[config.mk]
export PLATFORM = sky130hd
export DESIGN_NAME = hpq_cell
export DESIGN_NICKNAME = d
export VERILOG_FILES = /design/src/hw/rtl/hpq_pkg.sv /design/src/hw/rtl/hpq_cell.sv
export SDC_FILE = /design/constraint.sdc
export NUM_CORES = 1
export LEC_CHECK = 0
export BUFFER_PORTS_ARGS = -buffer_cell sky130_fd_sc_hd__buf_2
export CAP_MARGIN = 20
export CORE_ASPECT_RATIO = 1.2
export CORE_UTILIZATION = 46
export DETAILED_ROUTE_END_ITERATION = 10
export GPL_TIMING_DRIVEN = 0
export PLACE_DENSITY = 0.82
export SLEW_MARGIN = 20
export SYNTH_ARGS = -nofsm -noshare
export SYNTH_HDL_FRONTEND = slang
export SYNTH_SLANG_ARGS = --single-unit
[constraint.sdc]
create_clock -name clk_i -period 6.35 [get_ports clk_i]
set_input_delay 0.9525 -clock clk_i [delete_from_list [all_inputs] [get_ports clk_i]]
set_output_delay 0.9525 -clock clk_i [all_outputs]
set_load 0.01 [all_outputs]
[src/hw/rtl/hpq_pkg.sv]
// ----------------------------------------------------------------------------
// hpq_pkg
// Shared constants, codes and types for the max-heap priority queue.
// ----------------------------------------------------------------------------
package hpq_pkg;

  localparam int unsigned DEPTH   = 64;
  localparam int unsigned WORD_W  = 32;
  localparam int unsigned CNT_W   = $clog2(DEPTH + 1);
  localparam int unsigned ECNT_W  = 7;
  localparam int unsigned STAT_W  = 2;

  typedef logic signed [WORD_W-1:0] word_t;
  typedef logic [CNT_W-1:0]         count_t;

  typedef enum logic {
    KIND_INSERT = 1'b0,
    KIND_REMOVE = 1'b1
  } kind_e;

  typedef enum logic [STAT_W-1:0] {
    ST_DONE  = 2'd0,
    ST_FULL  = 2'd1,
    ST_EMPTY = 2'd2
  } status_e;

  typedef enum logic [1:0] {
    OP_HOLD,
    OP_INSERT,
    OP_REMOVE
  } cell_op_e;

  // Broadcast from the controller to every cell in the row.
  typedef struct packed {
    cell_op_e op;
    word_t    value;
  } cell_ctrl_t;

endpackage

[src/hw/rtl/hpq_cell.sv]
// ----------------------------------------------------------------------------
// hpq_cell
// One slot of the sorted row: holds one word, compares it with the broadcast
// insert value and trades words with its neighbours.
// ----------------------------------------------------------------------------
module hpq_cell (
  input  logic               clk_i,
  input  hpq_pkg::cell_ctrl_t ctrl_i,
  input  logic               occupied_i,
  input  logic               prev_ge_i,
  input  hpq_pkg::word_t     prev_word_i,
  input  hpq_pkg::word_t     next_word_i,
  output hpq_pkg::word_t     word_o,
  output logic               ge_o
);
  import hpq_pkg::*;

  word_t word_q, word_d;

  // Occupied slot that stays ahead of the new value.
  assign ge_o   = occupied_i && (word_q >= ctrl_i.value);
  assign word_o = word_q;

  always_comb begin
    word_d = word_q;
    unique case (ctrl_i.op)
      OP_INSERT: begin
        if (ge_o) begin
          word_d = word_q;
        end else if (prev_ge_i) begin
          word_d = ctrl_i.value;
        end else begin
          word_d = prev_word_i;
        end
      end
      OP_REMOVE: word_d = next_word_i;
      default:   word_d = word_q;
    endcase
  end

  always_ff @(posedge clk_i) begin
    word_q <= word_d;
  end

endmodule

## Word-level counts from Yosys, hierarchy flattened

Cells that the tools add are included.

- Reduce and logical (&&, ||, !) cells: 3
- $lt $le $gt $ge: 1
- Muxes and demuxes: 3
- Eq/ne operators: 3

Operators with widths:

| cell | number |
|---|---|
| $mux 32 | 2 |
| $pmux 32 s2 | 1 |
| $ge 32x32->1 | 1 |
| $eq 2x1->1 const B | 1 |
| $eq 2x2->1 const B | 1 |
| $ne 2x2->1 const B | 1 |
| $reduce_and 2->1 | 1 |
| $reduce_bool 2->1 | 1 |
| $logic_and 1x1->1 | 1 |

- Bits of input ports: 101
- Register bits after elaboration: 32
- Output and inout port bits: 33

## Longest topological paths before layout

Gate-level depths: netlist (run 1).

- Depth after elaboration: 4
- Mapped depth: 9
- Depth with buffers taken out: 9

## Worst setup path after synthesis (run 1)

No wires, ideal clock.

- Kind: input-to-reg
- Start point: input port ctrl_i[23] in the netlist's numbering
- End point: register word_q[0] (netlist: word_o[0]) (enable)
- Path buffers: 0
- Arrival: 4,443 ps
- Stages: 8
- Slack: 1,465 ps
- Data required time: 5,908 ps
- Cell sequence: inv_1 ha_1 nand4_1 or4_4 a211o_1 o211ai_2 mux2_4 o41ai_2

- Word-level cells in the longest chain between the ends: 4

Ends and longest elaborated chain:

| what | RTL line | RTL |
|---|---|---|
| start: declaration | hpq_cell.sv:8 | `input hpq_pkg::cell_ctrl_t ctrl_i,` |
| $ge 32x32->1 | hpq_cell.sv:21 | `assign ge_o = occupied_i && (word_q >= ctrl_i.value);` |
| $logic_and 1x1->1 | hpq_cell.sv:21 |  |
| $ne 2x2->1 (no line) | -- |  |
| $reduce_and 2->1 (no line) | -- |  |
| end signal: assignment | hpq_cell.sv:42 | `word_q <= word_d;` |
| end: declaration | hpq_cell.sv:18 | `word_t word_q, word_d;` |

Every way passes these cells.
A chain may end at the register's enable or synchronous reset.

## Worst setup path in the final report (run 1)

- Start point: input port ctrl_i[23] in the netlist's numbering
- End point: output port ge_o

- Word-level cells in the longest chain between the ends: 2

Ends and longest elaborated chain:

| what | RTL line | RTL |
|---|---|---|
| $ge 32x32->1 | hpq_cell.sv:21 |  |
| $logic_and 1x1->1 | hpq_cell.sv:21 |  |
| end: declaration | hpq_cell.sv:14 | `output logic ge_o` |

Every way passes these cells.

==> run metrics, run 1 <==
post-cts sizing count=0; Top cell by count, worst path=buf_2; Core ar.=0.00526 mm²; Seq/Total Area, Yosys=0.383; Synth Warn #=0; Pwr Total=678 µW; leakage power=0.00176 µW; Starting Density=0.477; number of flip-flops in the largest register=32; area grow syn2layout=35.7%; Synth Instances=258; Fin. Hold Viols=0; startpoint types=input port; Cells after DPL=455; cell taking the most area after synthesis=edfxtp_1; Detailed Route Iter0 Violations=59; distinct cell type count after synthesis=32; routability cong.=0.817; Max Cap Violations=0; share of the synthesized area in the top cell type=0.383; initial antenna violation count=0; Critical Path RT=5.40 ns; H-tree depth=2; critical path fanouts, max=3; post-layout min period=4.09 ns; clock skew=0.00698 ns; CP bufs+invs=3; First-pass DRT Iterations=4; first-pass GRT wire length=11.0 mm; number of synthesized register bits=32; Final Setup Violations=0; Worst-Margin Slew=0.798 ns; drt total wl=6.41 mm; Via density=5.11; layout filler cell count=454; setup TNS=0 ns; final worst-path cycle share=0.645; WS Path Type=in2out; final HPWL from detailed placement=5.34 mm; worst hold path class=in2reg; share of layout cells above drive strength 1=0.382; Cell Chain, Critical Path=buf_2 -> inv_1 -> ha_1 -> nand4_1 -> or4_4 -> a211o_1 -> o211ai_2 -> mux2_4 -> o21a_1 -> buf_2; max_slew headroom=0.468; leading post-synthesis cells by cell area=edfxtp_1, ha_1, mux2i_1; final std cells w/o fill=463; die width=69.4 µm; Clock Path Buffers=2; cts hold-fix bufs=0; peak supply drop=0.113 mV; Sink Count=32; die area=0.00575 mm²; Remaining Overflow, GRT=0; CTS tree=yes; CTS root buf=clkbuf_8; Reg clk slew, reported paths=0.07 ns; GRT Total Usage=0.237; Max Fclk=0.244 GHz; Final #Nets=533; slowest cell on the critical path=or4_4; pin count of the biggest net entering global routing=12; CP delay by family, top=simple AND/OR/NAND/NOR gates; CP Data Arrival Time=3.14 ns; n_diodes=0; Slew Viols, Final=0; Setup crit end kind=output pin; post-route antenna net violation count=0; mapped cell area=0.00251 mm²; DRC viols=0; Worst path max stage delay=0.58 ns; DR vias=2367; Power Dens Cells=199 mW/mm²; post-CTS setup repair buffer count=0; vias in the first global route=2484; PortBufs=132; die height=82.9 µm; fin util=0.647; status=finished clean; Rows=29; per-cell routed wire length=13.8 µm; worst-skew pair later-pin latency=0.28 ns; RSZ-0062 raised after global routing=false; CTS buffer count=5; io pins=134; Net Count, Synth=391; Synth Area per Inst=9.72 µm²
-- final cells by class --
type,instances,area [µm²],share of cell area
Timing Repair Buffer,135,698,0.205
Tap cell,62,77.6,0.0228
Clock inverter,2,35.0,0.0103
Inverter,34,128,0.0375
Buffer,11,41.3,0.0121
Sequential cell,32,961,0.282
Clock buffer,6,72.6,0.0213
Multi-Input combinational cell,181,1390,0.408
-- cells in the final DEF, fill, tap and decap left out, types with 2 or more instances in the layout --
cell type / instances
buf_2: 132
nand2_1: 40
inv_1: 34
mux2i_1: 32
ha_1: 32
edfxtp_1: 32
o21ai_1: 23
o21ai_0: 12
a21oi_1: 12
clkbuf_1: 8
clkbuf_8: 5
buf_1: 4
nand4_1: 3
a21o_1: 3
nand3_1: 2
o21a_1: 2
nand2b_2: 2
a221o_1: 2
buf_6: 2
-- cells in the mapped netlist, drive strengths merged --
library cell,n
nand2,40
o21ai,35
inv,34
edfxtp,32
ha,32
mux2i,32
a21oi,12
clkbuf,7
a21o,4
buf,4
nand4,4
a221o,2
nand2b,2
nand3,2
nor3,2
o21a,2
a211o,1
a221oi,1
and3,1
mux2,1
nor2,1
nor2b,1
nor4,1
o211a,1
o211ai,1
o41ai,1
or2b,1
or4,1
-- worst paths after layout --
path	startpoint	end	slack, ns	depth (start not counted)
max	ctrl_i[23]	ge_o	2.26	10
min	next_word_i[6]	word_o[6]	0.95	3
max reg2reg	word_o[23]	word_o[14]	2.95	9
min reg2reg	word_o[31]	word_o[1]	1.06	3
-- kinds of logic after synthesis --
family / after synthesis / synth area share
AO/OA/AOI/OAI: 60 / 0.145
AND/OR/NAND/NOR: 56 / 0.111
buffers and inverters: 45 / 0.0673
adder cells (fa/ha/maj): 32 / 0.160
multiplexers: 33 / 0.134
flip-flops: 32 / 0.383
-- worst min-delay path, cell delays in order --
cell     delay [ns]
buf_2          0.07
nand2_1        0.03
o21ai_0        0.06
-- per-stage QoR --
stage          area, µm²  setup slack [ns]  hold slack, ns
2_1_floorplan       2510              1.47            1.14
4_1_cts             3400              2.24           0.938
3_5_place_dp        3300              2.27            1.04
3_3_place_gp        3250             0.419            1.23
6_report            3400              2.26           0.947
5_1_grt             3400              2.18           0.948
-- power breakdown --
group          total (µW)  switching (µW)  internal, µW
Sequential            277            12.2           264
Combinational         206             109          97.2
Clock                 196            79.1           116
-- metal layers --
layer	GRT usage	vias up	wire length [µm]
met1	0.281	1082	2610
met2	0.436	79	3420
met4	0.0668	0	96
met3	0.0364	9	284
met5	0	-	0
li1	-	1197	-
No activity file was read; power rests on OpenSTA's default activity.
==> inputs of run 2 (changes only) <==
==> constraint.sdc (replaced) <==
create_clock -name clk_i -period 4 [get_ports clk_i]
set_input_delay 0.6 -clock clk_i [delete_from_list [all_inputs] [get_ports clk_i]]
set_output_delay 0.6 -clock clk_i [all_outputs]
set_load 0.01 [all_outputs]
==> run 2 against run 1 <==
Net effect:
- worst setup slack got worse by 1.6 ns
- combinational power increased by 59%
- flip-flop and latch count unchanged
- routed wire length decreased by 0.19%
- core utilization decreased by 0.59 points
- critical path type unchanged
- critical endpoint unchanged
- largest cell class unchanged
==> run metrics, run 2 (same netlist as run 1, synthesis figures left out) <==
RSZ-0062 raised after global routing=false (unchanged); wl on met1=2.67 mm (was 2.61 mm); Cells after DPL=455 (unchanged); Remaining Overflow, GRT=0 (unchanged); status=finished clean (unchanged); Sink Count=32 (unchanged); die height=82.9 µm (unchanged); H-tree depth=2 (unchanged); critical path depth=10 (unchanged); Critical path origin=ctrl_i[23] (unchanged); pin count of the biggest net entering global routing=12 (unchanged); worst hold path class=in2reg (unchanged); CP delay by family, top=simple AND/OR/NAND/NOR gates (unchanged); Placed Area=0.00329 mm² (was 0.00330 mm²); Max Cap Violations=0 (unchanged); n_diodes=0 (unchanged); WS Path Type=in2out (unchanged); Core ar.=0.00526 mm² (unchanged); Worst R2R Start=word_o[23] (unchanged); final std cells w/o fill=463 (unchanged); hold depth=3 (unchanged); GRT Total Usage=0.231 (was 0.237); Max Fclk=0.296 GHz; most frequent cells in the layout=buf_2, nand2_1, inv_1 (unchanged); CP bufs+invs=3 (unchanged); CTS tree=yes (unchanged); DR vias=2396 (was 2367); most common cell after layout, fill and taps aside=buf_2 (unchanged); footprint of the multi-input gates=0.00139 mm² (unchanged); Setup crit end kind=output pin (unchanged); Cell Chain, Critical Path=buf_2 -> inv_1 -> ha_1 -> nand4_1 -> or4_4 -> a211o_1 -> o211ai_2 -> mux2_4 -> o21a_1 -> buf_2 (unchanged); Routed met3 length=259 µm (was 284 µm); Top cell by count, worst path=buf_2 (unchanged); leakage power=0.00175 µW (was 0.00176 µW); post-cts sizing count=0 (unchanged); max_slew headroom=0.455 (was 0.468); register area=961 µm² (unchanged); Worst path max stage delay=0.58 ns (about the same); Rows=29 (unchanged); post-CTS setup repair buffer count=0 (unchanged); beginning of the worst hold path=next_word_i[18] (was next_word_i[6]); Fin. Hold Viols=0 (unchanged); final worst-path cycle share=0.846; first-pass GRT wire length=10.7 mm (was 11.0 mm); Critical Path RT=3.40 ns (was 5.40 ns); layout filler cell count=467 (was 454); vias in the first global route=2525 (was 2484); cts hold-fix bufs=0 (unchanged); per-cell routed wire length=13.8 µm (about the same); WL met2=3.29 mm (was 3.42 mm); First-pass DRT Iterations=6 (was 4); critical path fanouts, max=3 (unchanged); routability cong.=0.810 (was 0.817); drt total wl=6.39 mm (was 6.41 mm); slowest cell on the critical path=or4_4 (unchanged); Final Setup Violations=0 (unchanged); share of layout cells above drive strength 1=0.377 (was 0.382); io pins=134 (unchanged); CP Data Arrival Time=2.78 ns (was 3.14 ns); final HPWL from detailed placement=5.28 mm (was 5.34 mm); Power Dens Cells=297 mW/mm² (was 199 mW/mm²); Reg clk slew, reported paths=0.06 ns (was 0.07 ns); PortBufs=132 (unchanged); worst-skew pair later-pin latency=0.27 ns (was 0.28 ns); peak supply drop=0.206 mV (was 0.113 mV); Clock Path Buffers=2 (unchanged); clock skew=0.00266 ns (was 0.00698 ns); post-route antenna net violation count=0 (unchanged); Max Used Layer=met4 (unchanged); Starting Density=0.477 (unchanged); Slew Viols, Final=0 (unchanged); startpoint types=input port (unchanged); number of flip-flops in the largest register=32 (unchanged); Final #Nets=533 (unchanged); die area=0.00575 mm² (unchanged); Worst-Margin Slew=0.818 ns (was 0.798 ns); post-layout min period=3.38 ns; area grow syn2layout=34.4% (was 35.7%); Detailed Route Iter0 Violations=126 (was 59); CTS root buf=clkbuf_8 (unchanged); Via density=5.17 (was 5.11); die width=69.4 µm (unchanged); DRC viols=0 (unchanged); initial antenna violation count=0 (unchanged); CTS buffer count=5 (unchanged); post-route cell area=0.00337 mm² (was 0.00340 mm²); R2R cell count=9 (unchanged); Pwr Total=1000 µW (was 678 µW)
## run 2: changes by cell type in the layout (fill, tap and decap cells not counted), sizes merged
cell    delta
bufinv     -1
clkbuf     +1
## run 2: layout make-up
cell class / instances / area share
multi-input cells: 181 / 0.412
flip-flops and latches: 32 / 0.285
repair buffers: 135 / 0.206
inverters: 34 / 0.0378
well taps: 62 / 0.0230
clock buffers: 7 / 0.0226
plain buffers: 11 / 0.0122
clock inverters: 1 / 0.00111
## run 2: worst register-to-register path, stage by stage, from the launching register on
cell,delay (ns)
edfxtp_1,0.40
ha_1,0.34
nand4_1,0.12
or4_4,0.58
a211o_1,0.31
o211ai_2,0.09
mux2_4,0.33
o41ai_4,0.45
buf_6,0.23
buf_6,0.17
## run 2: worst paths after layout
| kind | to | slack, ns |
|---|---|---|
| worst min register to register | word_o[31] | 0.99 |
| worst min-delay path | word_o[18] | 0.60 |
| worst max-delay path | ge_o | 0.62 |
| worst max register to register | word_o[22] | 0.70 |
## run 2: metrics by stage
stage          hold slack (ns)  worst slack (ns)  utilization  setup TNS (ns)
2_1_floorplan            0.787             0.197            -               0
3_3_place_gp             0.879            -0.517        0.619          -16.49
3_5_place_dp             0.883             0.349        0.626               0
4_1_cts                  0.594             0.610        0.641               0
5_1_grt                  0.616             0.507        0.641               0
6_report                 0.603             0.618        0.641               0
## run 2: report_power, final
group | internal (µW) | leakage [µW] | switching [µW] | total (µW)
Combinational | 153 | 0.00139 | 174 | 327
Sequential | 420 | 0.000312 | 18.7 | 438
Clock | 121 | 0.0000399 | 113 | 235
Total | 694 | 0.00175 | 306 | 1000
## run 2: routing by layer
metal	up-vias	GRT usage
li1	1203	-
met1	1091	0.263
met2	84	0.424
met3	18	0.0340
met4	0	0.0983
met5	-	0
